## config.mk

```make
export PLATFORM = sky130hd
export DESIGN_NAME = midi_track_event_parser
export DESIGN_NICKNAME = d
export VERILOG_FILES = /design/src/hw/rtl/mtep_pkg.sv /design/src/hw/rtl/midi_track_event_parser.sv /design/src/hw/rtl/mtep_parse.sv
export SDC_FILE = /design/constraint.sdc
export NUM_CORES = 1
export LEC_CHECK = 0
export BUFFER_PORTS_ARGS = -buffer_cell sky130_fd_sc_hd__buf_4
export CELL_PAD_IN_SITES_DETAIL_PLACEMENT = 0
export CELL_PAD_IN_SITES_GLOBAL_PLACEMENT = 1
export CORE_MARGIN = 2
export CORE_UTILIZATION = 43
export DETAILED_ROUTE_END_ITERATION = 10
export GPL_TIMING_DRIVEN = 0
export PLACE_DENSITY = 0.73
export SLEW_MARGIN = 20
export SYNTH_ARGS = -nofsm -noshare
export SYNTH_HDL_FRONTEND = slang
export SYNTH_SLANG_ARGS = --single-unit
```

## constraint.sdc

```tcl
create_clock -name clk -period 5.6 [get_ports clk]
set_input_delay 0.56 -clock clk [delete_from_list [all_inputs] [get_ports clk]]
set_output_delay 0.56 -clock clk [all_outputs]
set_load 0.005 [all_outputs]
```

## src/hw/rtl/mtep_pkg.sv

```systemverilog
// Shared types and constants for the MIDI track event parser.
// Holds the parse phase enum, the parser state, item and result structs.
// No dependencies.
package mtep_pkg;

	// Status and meta codes
	localparam logic [7:0]  STATUS_META   = 8'hFF;
	localparam logic [7:0]  STATUS_SYSEX  = 8'hF0;
	localparam logic [7:0]  STATUS_ESCAPE = 8'hF7;
	localparam logic [7:0]  META_EOT      = 8'h2F;
	localparam logic [7:0]  META_TEMPO    = 8'h51;
	localparam logic [3:0]  KIND_SYSTEM   = 4'hF;
	localparam logic [3:0]  KIND_NOTE_ON  = 4'h9;
	localparam logic [3:0]  KIND_PROGRAM  = 4'hC;
	localparam logic [3:0]  KIND_PRESSURE = 4'hD;
	localparam logic [23:0] TEMPO_RESET   = 24'd500000;

	// Error kinds
	localparam logic [2:0] ERR_NONE        = 3'd0;
	localparam logic [2:0] ERR_VARLEN      = 3'd1;
	localparam logic [2:0] ERR_NO_STATUS   = 3'd2;
	localparam logic [2:0] ERR_TRUNCATED   = 3'd3;
	localparam logic [2:0] ERR_UNSUPPORTED = 3'd4;

	// Last varlen byte position (four bytes at most)
	localparam logic [1:0] VARLEN_LAST = 2'd3;
	// Last tempo byte position (three bytes)
	localparam logic [1:0] TEMPO_LAST  = 2'd2;

	typedef enum logic [3:0] {
		PH_DELTA,
		PH_STATUS,
		PH_META_TYPE,
		PH_META_LEN,
		PH_SYX_LEN,
		PH_SKIP,
		PH_TEMPO,
		PH_DATA1,
		PH_DATA2A,
		PH_DATA2B
	} phase_t;

	typedef struct packed {
		phase_t      phase;
		logic [27:0] vl_acc;
		logic [1:0]  vl_count;
		logic [31:0] abs_tick;
		logic [7:0]  running_status;
		logic [7:0]  meta_type;
		logic [27:0] skip_remaining;
		logic [1:0]  data_index;
		logic [23:0] tempo_capture;
		logic [23:0] tempo_value;
		logic        tempo_flag;
		logic [31:0] track_max;
		logic        closed;
		logic [2:0]  err_kind;
	} state_t;

	typedef struct packed {
		logic [7:0] data_byte;
		logic       track_start;
		logic       track_last;
		logic       file_start;
	} item_t;

	typedef struct packed {
		logic        track_done;
		logic        track_error;
		logic [2:0]  error_kind;
		logic [31:0] max_note_tick;
		logic [23:0] tempo_us;
		logic        tempo_seen;
	} result_t;

endpackage

```

## src/hw/rtl/midi_track_event_parser.sv

```systemverilog
// MIDI track event parser: usage
// Input stream s_*: one track chunk byte per item. s_tdata[7:0] is the byte,
// s_tlast marks the last byte of the chunk, s_tuser[0] the first byte of a
// chunk (track restart) and s_tuser[1] the first byte of a file (tempo
// restored to the default). Output stream m_*: one result item per input
// item with the track status, latest note-on tick and current tempo.
// Configuration: cfg_valid/cfg_data load the default tempo; always ready.
// Write it only while the block is idle.
// Path: an accepted item waits in the input register; its result is then
// registered on m_*. Throughput: one item per cycle while m_tready is high;
// the parse of a byte is one pass of logic from the input register to the
// result register, the parser state updating as the result is registered.
// Stall: while m_tready is low the result holds and one more item can sit
// in the input register; s_tready drops only when both are full.
// Reset: arst_n clears both stages, the parser state to "expecting delta
// time" and the default and current tempo to 500000.
// Depends on mtep_pkg and mtep_parse.
module midi_track_event_parser import mtep_pkg::*; (
	input  logic        clk,
	input  logic        arst_n,
	// configuration
	input  logic        cfg_valid,
	output logic        cfg_ready,
	input  logic [23:0] cfg_data,   // default_tempo
	// input stream
	input  logic        s_tvalid,
	output logic        s_tready,
	input  logic [7:0]  s_tdata,    // [7:0] data_byte
	input  logic        s_tlast,    // track_last
	input  logic [1:0]  s_tuser,    // [0] track_start, [1] file_start
	// result stream
	output logic        m_tvalid,
	input  logic        m_tready,
	output logic [63:0] m_tdata     // [0] track_done, [1] track_error,
	                                // [4:2] error_kind, [36:5] max_note_tick,
	                                // [60:37] tempo_us, [61] tempo_seen, zero
);

	logic        valid_s1;
	item_t       item_s1;
	logic        valid_s2;
	result_t     res_s2;
	state_t      state_q;
	logic [23:0] default_tempo_q;
	state_t      state_nxt;
	result_t     res_nxt;
	logic        adv;
	state_t      state_init;

	assign cfg_ready = 1'b1;

	// Stage 1 item moves on when the result register is free or draining
	assign adv      = valid_s1 && (!valid_s2 || m_tready);
	assign s_tready = !valid_s1 || adv;

	// Configuration register
	always_ff @(posedge clk or negedge arst_n) begin
		if (!arst_n)
			default_tempo_q <= TEMPO_RESET;
		else if (cfg_valid && cfg_ready)
			default_tempo_q <= cfg_data;
	end

	// Input register
	always_ff @(posedge clk or negedge arst_n) begin
		if (!arst_n)
			valid_s1 <= 1'b0;
		else if (s_tready)
			valid_s1 <= s_tvalid;
	end

	always_ff @(posedge clk) begin
		if (s_tvalid && s_tready) begin
			item_s1.data_byte   <= s_tdata;
			item_s1.track_start <= s_tuser[0];
			item_s1.track_last  <= s_tlast;
			item_s1.file_start  <= s_tuser[1];
		end
	end

	mtep_parse u_parse (
		.cur           (state_q),
		.item          (item_s1),
		.default_tempo (default_tempo_q),
		.nxt           (state_nxt),
		.res           (res_nxt)
	);

	// Reset value of the parser state
	always_comb begin
		state_init             = '0;
		state_init.phase       = PH_DELTA;
		state_init.tempo_value = TEMPO_RESET;
		state_init.err_kind    = ERR_NONE;
	end

	// Parser state updates as each item is committed
	always_ff @(posedge clk or negedge arst_n) begin
		if (!arst_n)
			state_q <= state_init;
		else if (adv)
			state_q <= state_nxt;
	end

	// Result register
	always_ff @(posedge clk or negedge arst_n) begin
		if (!arst_n)
			valid_s2 <= 1'b0;
		else if (adv)
			valid_s2 <= 1'b1;
		else if (m_tready)
			valid_s2 <= 1'b0;
	end

	always_ff @(posedge clk) begin
		if (adv)
			res_s2 <= res_nxt;
	end

	assign m_tvalid = valid_s2;
	assign m_tdata  = {2'b00, res_s2.tempo_seen, res_s2.tempo_us, res_s2.max_note_tick,
		res_s2.error_kind, res_s2.track_error, res_s2.track_done};

`ifndef ASSERT_OFF
	// a closed track stays closed until a track restart
	a_closed_sticky: assert property (@(posedge clk) disable iff (!arst_n)
		(adv && state_q.closed && !item_s1.track_start) |=> state_q.closed)
		else $error("closed track reopened without track start");

	// error kind and error flag agree in the result register
	a_err_kind: assert property (@(posedge clk) disable iff (!arst_n)
		valid_s2 |-> ((res_s2.error_kind != ERR_NONE) == res_s2.track_error))
		else $error("error kind and error flag disagree");

	// a committed item always shows up as a result next cycle
	a_commit_out: assert property (@(posedge clk) disable iff (!arst_n)
		adv |=> valid_s2)
		else $error("committed item produced no result");

	// the parser state only changes when an item is committed
	a_state_hold: assert property (@(posedge clk) disable iff (!arst_n)
		!adv |=> $stable(state_q))
		else $error("parser state changed without an item");
`endif

endmodule

```

## src/hw/rtl/mtep_parse.sv

```systemverilog
// Combinational next-state and result logic for one track byte.
// Depends on mtep_pkg.
module mtep_parse import mtep_pkg::*; (
	input  state_t      cur,
	input  item_t       item,
	input  logic [23:0] default_tempo,
	output state_t      nxt,
	output result_t     res
);

	state_t      w;
	state_t      n;
	logic [7:0]  b;
	logic [27:0] vl_val;
	logic        vl_end;
	logic        vl_long;
	logic [1:0]  vl_count_nxt;
	logic [3:0]  rs_kind;
	logic [3:0]  b_kind;
	logic [27:0] skip_dec;

	assign b = item.data_byte;

	// File and track restarts act before the byte is parsed
	always_comb begin
		w = cur;
		if (item.file_start) begin
			w.tempo_value = default_tempo;
			w.tempo_flag  = 1'b0;
		end
		if (item.track_start) begin
			w.phase          = PH_DELTA;
			w.vl_acc         = '0;
			w.vl_count       = '0;
			w.abs_tick       = '0;
			w.running_status = '0;
			w.meta_type      = '0;
			w.skip_remaining = '0;
			w.data_index     = '0;
			w.tempo_capture  = '0;
			w.track_max      = '0;
			w.closed         = 1'b0;
			w.err_kind       = ERR_NONE;
		end
	end

	// Varlen byte feed: seven bits a byte, four bytes at most
	assign vl_val       = (w.vl_count == 2'd0) ? {21'd0, b[6:0]} : {w.vl_acc[20:0], b[6:0]};
	assign vl_end       = !b[7];
	assign vl_long      = b[7] && (w.vl_count == VARLEN_LAST);
	assign vl_count_nxt = (vl_end || vl_long) ? 2'd0 : w.vl_count + 2'd1;
	assign rs_kind      = w.running_status[7:4];
	assign b_kind       = b[7:4];
	assign skip_dec     = (w.skip_remaining != 28'd0) ? w.skip_remaining - 28'd1 : 28'd0;

	// Byte parse by phase, then the chunk-end check
	always_comb begin
		n = w;
		if (!w.closed) begin
			case (w.phase)
				PH_STATUS: begin
					if (b[7]) begin
						if (b == STATUS_META) begin
							n.running_status = '0;
							n.phase          = PH_META_TYPE;
						end else if (b == STATUS_SYSEX || b == STATUS_ESCAPE) begin
							n.running_status = '0;
							n.meta_type      = '0;
							n.vl_count       = '0;
							n.phase          = PH_SYX_LEN;
						end else if (b_kind == KIND_SYSTEM) begin
							n.closed   = 1'b1;
							n.err_kind = ERR_UNSUPPORTED;
						end else begin
							n.running_status = b;
							n.phase = (b_kind == KIND_PROGRAM || b_kind == KIND_PRESSURE) ?
								PH_DATA1 : PH_DATA2A;
						end
					end else if (w.running_status == 8'd0) begin
						n.closed   = 1'b1;
						n.err_kind = ERR_NO_STATUS;
					end else begin
						n.phase = (rs_kind == KIND_PROGRAM || rs_kind == KIND_PRESSURE) ?
							PH_DELTA : PH_DATA2B;
					end
				end
				PH_DATA1: n.phase = PH_DELTA;
				PH_DATA2A: n.phase = PH_DATA2B;
				PH_DATA2B: begin
					// note-on with nonzero velocity moves the track maximum
					if (rs_kind == KIND_NOTE_ON && b != 8'd0 && w.abs_tick > w.track_max)
						n.track_max = w.abs_tick;
					n.phase = PH_DELTA;
				end
				PH_META_TYPE: begin
					n.meta_type = b;
					n.vl_count  = '0;
					n.phase     = PH_META_LEN;
				end
				PH_META_LEN: begin
					n.vl_acc   = vl_val;
					n.vl_count = vl_count_nxt;
					if (vl_long) begin
						n.closed   = 1'b1;
						n.err_kind = ERR_VARLEN;
					end else if (vl_end) begin
						if (w.meta_type == META_EOT && vl_val == 28'd0) begin
							n.closed   = 1'b1;
							n.err_kind = ERR_NONE;
						end else if (w.meta_type == META_TEMPO && vl_val == 28'd3) begin
							n.data_index    = '0;
							n.tempo_capture = '0;
							n.phase         = PH_TEMPO;
						end else if (vl_val == 28'd0) begin
							n.phase = PH_DELTA;
						end else begin
							n.skip_remaining = vl_val;
							n.phase          = PH_SKIP;
						end
					end
				end
				PH_SYX_LEN: begin
					n.vl_acc   = vl_val;
					n.vl_count = vl_count_nxt;
					if (vl_long) begin
						n.closed   = 1'b1;
						n.err_kind = ERR_VARLEN;
					end else if (vl_end) begin
						if (vl_val == 28'd0) begin
							n.phase = PH_DELTA;
						end else begin
							n.skip_remaining = vl_val;
							n.phase          = PH_SKIP;
						end
					end
				end
				PH_SKIP: begin
					n.skip_remaining = skip_dec;
					if (skip_dec == 28'd0) begin
						if (w.meta_type == META_EOT) begin
							n.closed   = 1'b1;
							n.err_kind = ERR_NONE;
						end else begin
							n.phase = PH_DELTA;
						end
					end
				end
				PH_TEMPO: begin
					n.tempo_capture = {w.tempo_capture[15:0], b};
					n.data_index    = w.data_index + 2'd1;
					if (w.data_index == TEMPO_LAST) begin
						n.tempo_value = {w.tempo_capture[15:0], b};
						n.tempo_flag  = 1'b1;
						n.data_index  = '0;
						n.phase       = PH_DELTA;
					end
				end
				default: begin
					// delta time, also any unused phase code
					n.phase    = PH_DELTA;
					n.vl_acc   = vl_val;
					n.vl_count = vl_count_nxt;
					if (vl_long) begin
						n.closed   = 1'b1;
						n.err_kind = ERR_VARLEN;
					end else if (vl_end) begin
						n.abs_tick = w.abs_tick + {4'd0, vl_val};
						n.phase    = PH_STATUS;
					end
				end
			endcase
			// chunk end: clean only between events
			if (!n.closed && item.track_last) begin
				n.closed   = 1'b1;
				n.err_kind = (n.phase == PH_DELTA && n.vl_count == 2'd0) ?
					ERR_NONE : ERR_TRUNCATED;
			end
		end
	end

	assign nxt = n;

	// Result fields from the updated state
	always_comb begin
		res.track_done    = n.closed && (n.err_kind == ERR_NONE);
		res.track_error   = n.closed && (n.err_kind != ERR_NONE);
		res.error_kind    = n.closed ? n.err_kind : ERR_NONE;
		res.max_note_tick = n.track_max;
		res.tempo_us      = n.tempo_value;
		res.tempo_seen    = n.tempo_flag;
	end

endmodule
```

==> impl_metrics.tcl, run 1 <==
set metrics [dict create \
    leakage_uw 0.008786 \
    crit_fanout 10 \
    clk_path_buf_depth 3 \
    critPathMaxStageDelay_ns 0.39 \
    h-tree-depth 2 \
    worst_pin_slew_ns 1.074 \
    antenna_found_initial 0 \
    drt_pre_antenna_iters 5 \
    wirelength_um 54950 \
    cpLargestDelayFamily "buffers and inverters" \
    multi_input_area_um2 8438 \
    first_global_vias 13590 \
    drive_above_1_share_pct 15.32 \
    dieArea_um2 39410 \
    grt_setup_unrepaired "no" \
    yosysWarnings 0 \
    arrival_ns 5.71 \
    setup_violations 0 \
    syn_area_um2 16270 \
    yosysSeqAreaShare_pct 45.57 \
    cts_tree "done" \
    period_needed_ns 5.345 \
    start_kind "register" \
    hold_violations 0 \
    cpMaxStageDelayCell "nor4_4" \
    num_vias 14030 \
    slew_headroom_pct 27.40 \
    power_frac_clock_pct 40.1 \
    switching_power_uw 1830 \
    critPathLaunch "item_s1[2]" \
    synth_area_leaders "dfrtp_1 30%, edfxtp_1 13%, nand2_1 6.9%" \
    power_density_nw_per_um2 322.6 \
    reg2reg_from "item_s1[2]" \
    n_antenna_cell 0 \
    grt_pass1_wl_um 82970 \
    synth_top_area_cell "dfrtp_1" \
    synth_edf_count 73 \
    syn2layout_area_growth_pct 17.95 \
    gp_congestion 0.9579 \
    worstSetupEndpointType "register" \
    worstPathRequired_ns 5.97 \
    start_util_pct 43.40 \
    viasPerCell 5.850 \
    yosysTopAreaCellShare_pct 29.83 \
    finalCritPeriodShare_pct 95.44 \
    dp_slack_ns -2.777 \
    grt_max_degree 93 \
    min_from "s_tdata[0]" \
    status "completed" \
    wl_per_cell_um 22.91 \
    crit_chain "buf_4, clkbuf_2, clkbuf_4, clkbuf_4, clkbuf_4, clkbuf_2, nor2b_1, ha_1, nand4_1, nor4_4, nand3_1, nand4_1, a21oi_1, o211a_1, a41oi_2, buf_2, clkbuf_2, nand2_1, a21oi_1" \
    insertion_delay_ns 0.56 \
    synth.distinct_cells 90 \
    holdCritPathClass "primary input to register" \
    fin_nets 1964 \
    globalRouteTotalUtil_pct 28.23 \
    dp_hpwl_um 40640 \
    skew_ns 0.01653 \
    io_pins 107 \
    worstSetupPathType "register to register" \
    timing.final.ws_setup_ns 0.2553 \
    synthFlopType "dfrtp_1" \
    clockRootBuffer "clkbuf_16" \
    maxCapViolCount 0 \
    synth_async_sr_flop_share_pct 74.02 \
    vdd_ir_drop_max_mv 0.2003 \
    regArea_um2 7415 \
    final_max_slew_viol_count 0 \
    ys_seq_elements 281 \
    p_int_uw 4363 \
    p_sw_share_pct 29.55 \
    clkTransAtPathRegs_ns 0.06 \
    cts_sinks 281 \
    cts_buffers 36 \
    power.total_uw 6192 \
    grt_overflow_total 0 \
    fmax_mhz 187.1 \
    drc 0 \
    syn_avg_cell_area_um2 9.499 \
    ant_nets 0 \
    drt_iter0_markers 1017 \
    rows 71 \
    port_buffers 102 \
    seqPwrFrac_pct 40.4 \
    post_synth_inst_count 1713 \
    fp.dieH_um 198.5 \
    core_area_um2 37490 \
    power_frac_comb_pct 19.5 \
    fillers 3590 \
    die_w_um 198.5 \
    cp.buffers_inverters 8 \
]
-- path summary, 6_finish.rpt --
kind	to	slack (ns)	cells after the start
min in group asynchronous	default_tempo_q[21]	0.53	2
setup / recovery	m_tdata[26]	0.26	19
max in group asynchronous	state_q[106]	4.22	3
hold / removal	item_s1[3]	0.18	1
setup reg to reg	m_tdata[26]	0.26	19
hold reg to reg	state_q[52]	0.46	2
-- logic make-up after synthesis --
group           share of synthesized area (%)
buf+inv                                 3.083
simple gates                            19.47
mux                                     5.621
xor+xnor                                1.722
other cells                           0.04615
fa+ha+maj                               5.044
compound gates                          19.45
flops                                   45.57
-- layer usage --
metal	global-route usage, %	share of wire, %
met5	0	0
met4	12.47	4.2
met3	4.713	6.0
met2	44.99	45
met1	37.96	44
-- Yosys cell counts (all sizes together) (22+ instances only) --
master    n
dfrtp   194
a21oi    91
clkbuf   83
mux2     43
and2     28
edfxtp   73
a22oi    23
a21o     55
nand4    22
a22o     46
ha       64
nor4     29
nand2   301
nor2b    44
nor2     75
nor3     23
mux2i    43
nand2b   22
o21ai   144
nand3    37
-- repair_timing --
action,4_1_cts,5_1_grt
endpoints found under the setup margin,129,46
endpoints found under the hold margin,49,0
pin swaps,1,1
buffers inserted,2,1
hold buffers,1,0
gates resized for setup,35,17
-- cells in the final DEF, fill, tap and decap left out, types with 8 or more instances in the layout --
cell type | Yosys | final
mux2i_1 | 43 | 43
xor2_1 | 14 | 14
o21a_1 | 13 | 13
o21ai_0 | 129 | 129
nor2_1 | 75 | 74
a211o_1 | 10 | 10
dfstp_2 | 14 | 14
mux2_2 | 43 | 43
a22o_1 | 46 | 46
a21oi_1 | 90 | 90
nand2_1 | 300 | 300
a211oi_1 | 8 | 8
nand2b_1 | 21 | 21
or2_2 | 8 | 8
and2_1 | 28 | 28
ha_1 | 64 | 63
or4_1 | 8 | 8
nor3_1 | 23 | 21
nand3_1 | 37 | 37
nor3b_1 | 8 | 8
inv_1 | 20 | 20
or3_1 | 10 | 10
clkbuf_2 | 0 | 8
a31oi_1 | 9 | 9
nand4_1 | 22 | 22
o21ai_1 | 15 | 13
nor2b_1 | 44 | 44
buf_4 | 3 | 108
a22oi_1 | 23 | 23
xnor2_1 | 18 | 18
edfxtp_1 | 73 | 73
clkbuf_16 | 0 | 38
o31ai_1 | 10 | 10
nor4_1 | 24 | 22
dfrtp_1 | 194 | 194
a21o_1 | 55 | 55
clkbuf_1 | 83 | 72
-- sequential cells by signal, summed over array words and instances (netlist names) --
| signal | count |
|---|---|
| default_tempo_q | 24 |
| item_s1 | 11 |
| m_tdata | 62 |
| m_tvalid | 1 |
| state_q | 182 |
| valid_s1 | 1 |
-- power groups by stage --
stage / clock network [µW] / registers (µW) / logic [µW]
after global placement: 0 / 2540 / 1160
final: 2480 / 2500 / 1210
after global routing: 2620 / 2520 / 1320
after CTS: 2530 / 2500 / 1200
after detailed placement: 0 / 2530 / 1180
after floorplan: 0 / 2480 / 753
-- metrics by stage --
step / util (%) / instance area [µm²] / TNS (ns) / instances / hold WS [ns]
floorplan: - / 16280 / 0 / 1714 / 0.2644
global placement: 47.16 / 17680 / -220.19 / 2327 / 0.4459
detailed placement: 47.42 / 17780 / -210.66 / 2330 / 0.4483
CTS: 51.07 / 19140 / 0 / 2398 / 0.1536
global route: 51.20 / 19190 / 0 / 2398 / 0.1631
finish: 51.20 / 19190 / 0 / 2398 / 0.1785
-- cell type report --
| class | instances | share of cell area, % |
|---|---|---|
| Multi-Input combinational cell | 1308 | 43.96 |
| Sequential cell | 281 | 38.63 |
| Inverter | 21 | 0.4107 |
| Buffer | 102 | 2.503 |
| Clock inverter | 20 | 1.356 |
| Tap cell | 511 | 3.331 |
| Clock buffer | 46 | 5.215 |
| Timing Repair Buffer | 109 | 4.589 |
Power figures use the tool's default switching activity.
==> run 2, diff against run 1 <==
ABC_AREA = 1   (was not set)
CORE_UTILIZATION = 41   (was 43)
PLACE_DENSITY = 0.74   (was 0.73)
==> run 2 against run 1 <==
  * Clock power shrank 5%
  * Worst hold slack gained 0.0066 ns
  * Combinational power grew to 2.9 times the previous value
  * Wire length grew 25%
  * Die area grew 15%
  * Final area grew 7.9%
  * Critical endpoint is now state_q[156]
==> impl_metrics.tcl, run 2 <==
set metrics [dict create \
    antenna_found_initial 1 \
    p_sw_share_pct 41.84 \
    synth-compound-area-share_pct 18.38 \
    final_max_slew_viol_count 0 \
    arrival_ns 5.88 \
    setup_violations 0 \
    period_needed_ns 5.421 \
    cpLargestDelayFamily "compound AO/OA/AOI/OAI gates" \
    start_kind "register" \
    synthFlopType "dfrtp_1" \
    power_density_nw_per_um2 426.5 \
    syn2layout_area_growth_pct 15.64 \
    yosysMostFrequentCell "nand2_1" \
    status "completed" \
    synth.distinct_cells 63 \
    yosysWarnings 0 \
    maxCapViolCount 0 \
    io_pins 107 \
    multi_input_area_um2 9009 \
    synth_commonest_cells "645 x nand2_1, 276 x o21ai_0, 250 x inv_1" \
    synth_top_area_cell "dfrtp_1" \
    synth_mux_area_share_pct 0.5659 \
    finalCritPeriodShare_pct 96.81 \
    worst_pin_slew_ns 1.211 \
    slew_headroom_pct 19.29 \
    fp.dieH_um 213 \
    synth_async_sr_flop_share_pct 74.02 \
    timing.final.ws_setup_ns 0.1788 \
    crit_chain "buf_4, inv_4, buf_6, buf_4, buf_4, clkbuf_2, clkbuf_2, nand2_1, inv_1, ha_1, nand3_1, nand3_1, a21boi_0, o21ai_0, a21boi_1, o21ai_0, a21boi_0, o21ai_0, a21oi_1, xnor2_1, nand2_1, a22oi_1" \
    rows 76 \
    start_util_pct 41.58 \
    seqPwrFrac_pct 33.2 \
    post_synth_inst_count 2430 \
    num_vias 17840 \
    grt_overflow_total 0 \
    synth_area_leaders "dfrtp_1 27%, nand2_1 14%, edfxtp_1 12%" \
    dieArea_um2 45370 \
    yosysSeqAreaShare_pct 41.40 \
    yosys.area_share.adder_pct 4.583 \
    cp.buffers_inverters 8 \
    regToRegSetupSlack_ns 0.18 \
    yosysTopAreaCellShare_pct 27.11 \
    wirelength_um 68720 \
    worstSetupPathType "register to register" \
    clockRootBuffer "clkbuf_16" \
    dp_hpwl_um 52500 \
    regArea_um2 7415 \
    synth_xor_area_share_pct 1.174 \
    largest_reg_flops 182 \
    skew_ns 0.01431 \
    post-route-util_pct 48.08 \
    cts_sinks 281 \
    drt_pre_antenna_iters 5 \
    first_global_vias 17100 \
    viasPerCell 5.602 \
    die_w_um 213 \
    cts_post_setup_buffers_inserted 0 \
    fin_nets 2678 \
    globalRouteTotalUtil_pct 30.69 \
    critPathMaxStageDelay_ns 0.41 \
    dp_slack_ns -0.3297 \
    synth-simple-area-share_pct 25.42 \
    n_antenna_cell 0 \
    drt_iter0_markers 1594 \
    syn_area_um2 17910 \
    grt_pass1_wl_um 103800 \
    mostFrequentLayoutCells "645 x nand2_1, 276 x o21ai_0, 250 x inv_1" \
    h-tree-depth 2 \
    holdCritPathClass "primary input to register" \
    fmax_mhz 184.5 \
    final_common_cell "nand2_1" \
    fillers 4432 \
    top_register "state_q" \
    ys_seq_elements 281 \
    hold_violations 0 \
    leakage_uw 0.009997 \
    vdd_ir_drop_max_mv 0.2500 \
    wl_per_cell_um 21.58 \
    synth_top_family_by_area "simple AND/OR/NAND/NOR gates" \
    p_int_uw 5137 \
    power_frac_clock_pct 26.6 \
    ant_nets 0 \
    worstSetupEndpointType "register" \
    gp_congestion 0.9284 \
    grt_max_degree 91 \
    synth_edf_count 73 \
    clkTransAtPathRegs_ns 0.06 \
    drive_above_1_share_pct 10.47 \
    switching_power_uw 3695 \
    power_frac_comb_pct 40.2 \
    clk_path_buf_depth 3 \
    worstPathRequired_ns 6.06 \
    core_area_um2 43080 \
    drc 0 \
    cts_buffers 34 \
    syn_avg_cell_area_um2 7.370 \
    cpMaxStageDelayCell "a21boi_0" \
    cts_tree "done" \
    insertion_delay_ns 0.55 \
    power.total_uw 8832 \
    port_buffers 102 \
    crit_fanout 10 \
]
[run 2: what timing repair did]
item / in CTS / in global routing
hold endpoints to repair: 41 / 0
setup endpoints to repair: 66 / 71
resized for setup: 4 / 9
hold buffers: 1 / 0
[run 2: cell families (layout without fill, tap and decap cells)]
group           Yosys count  after routing
mux                       9              9
flops                   281            281
buf+inv                 378            546
fa+ha+maj                65             65
other cells               2              3
simple gates           1080           1080
xor+xnor                 24             24
compound gates          591            591
[run 2: final timing paths]
kind	depth (start not counted)	startpoint	end
worst max-delay path	22	item_s1[2]	state_q[156]
worst min-delay path	1	s_tdata[2]	item_s1[5]
worst max register to register	22	item_s1[2]	state_q[156]
worst min register to register	2	state_q[45]	state_q[45]
max in group asynchronous	3	arst_n	state_q[103]
min in group asynchronous	2	arst_n	default_tempo_q[20]
[run 2: through the flow]
stage | TNS, ns | hold slack [ns] | instance area [µm²] | cells
5_1_grt | -0.001708 | 0.1674 | 20710 | 3184
2_1_floorplan | 0 | 0.2644 | 17910 | 2431
4_1_cts | 0 | 0.1605 | 20700 | 3185
6_report | 0 | 0.1850 | 20710 | 3184
3_5_place_dp | -9.735 | 0.4604 | 19520 | 3122
3_3_place_gp | -5.798 | 0.4567 | 19410 | 3118
[run 2: metal layers]
| metal | track usage, % | part of all wire, % | vias up |
|---|---|---|---|
| met5 | 0 | 0 | - |
| met4 | 11.60 | 3.8 | 0 |
| met3 | 4.133 | 6.4 | 137 |
| met2 | 49.39 | 45 | 631 |
| met1 | 42.04 | 44 | 8652 |
| li1 | - | - | 8416 |
[run 2: area by class of cell]
| cell class | count | share of cell area (%) |
|---|---|---|
| plain buffers | 114 | 2.537 |
| clock buffers | 44 | 4.483 |
| clock inverters | 18 | 1.130 |
| inverters | 263 | 4.779 |
| multi-input cells | 1772 | 43.50 |
| flip-flops and latches | 281 | 35.80 |
| well taps | 585 | 3.534 |
| repair buffers | 107 | 4.241 |
[run 2: worst reg2reg max path, stage by stage, from the launching register on]
cell	delay, ns
edfxtp_1	0.37
buf_4	0.19
inv_4	0.11
buf_6	0.18
buf_4	0.24
buf_4	0.31
clkbuf_2	0.30
clkbuf_2	0.35
nand2_1	0.13
inv_1	0.16
ha_1	0.31
nand3_1	0.11
nand3_1	0.11
a21boi_0	0.37
o21ai_0	0.22
a21boi_1	0.30
o21ai_0	0.22
a21boi_0	0.41
o21ai_0	0.25
a21oi_1	0.27
xnor2_1	0.16
nand2_1	0.08
a22oi_1	0.16
[run 2: power by group through the flow]
stage / logic, µW / registers, µW / clock network, µW
after global placement: 3410 / 2950 / 0
after detailed placement: 3480 / 2950 / 0
final: 3550 / 2930 / 2350
after CTS: 3500 / 2920 / 2390
after floorplan: 2290 / 2890 / 0
after global routing: 3960 / 2980 / 2460
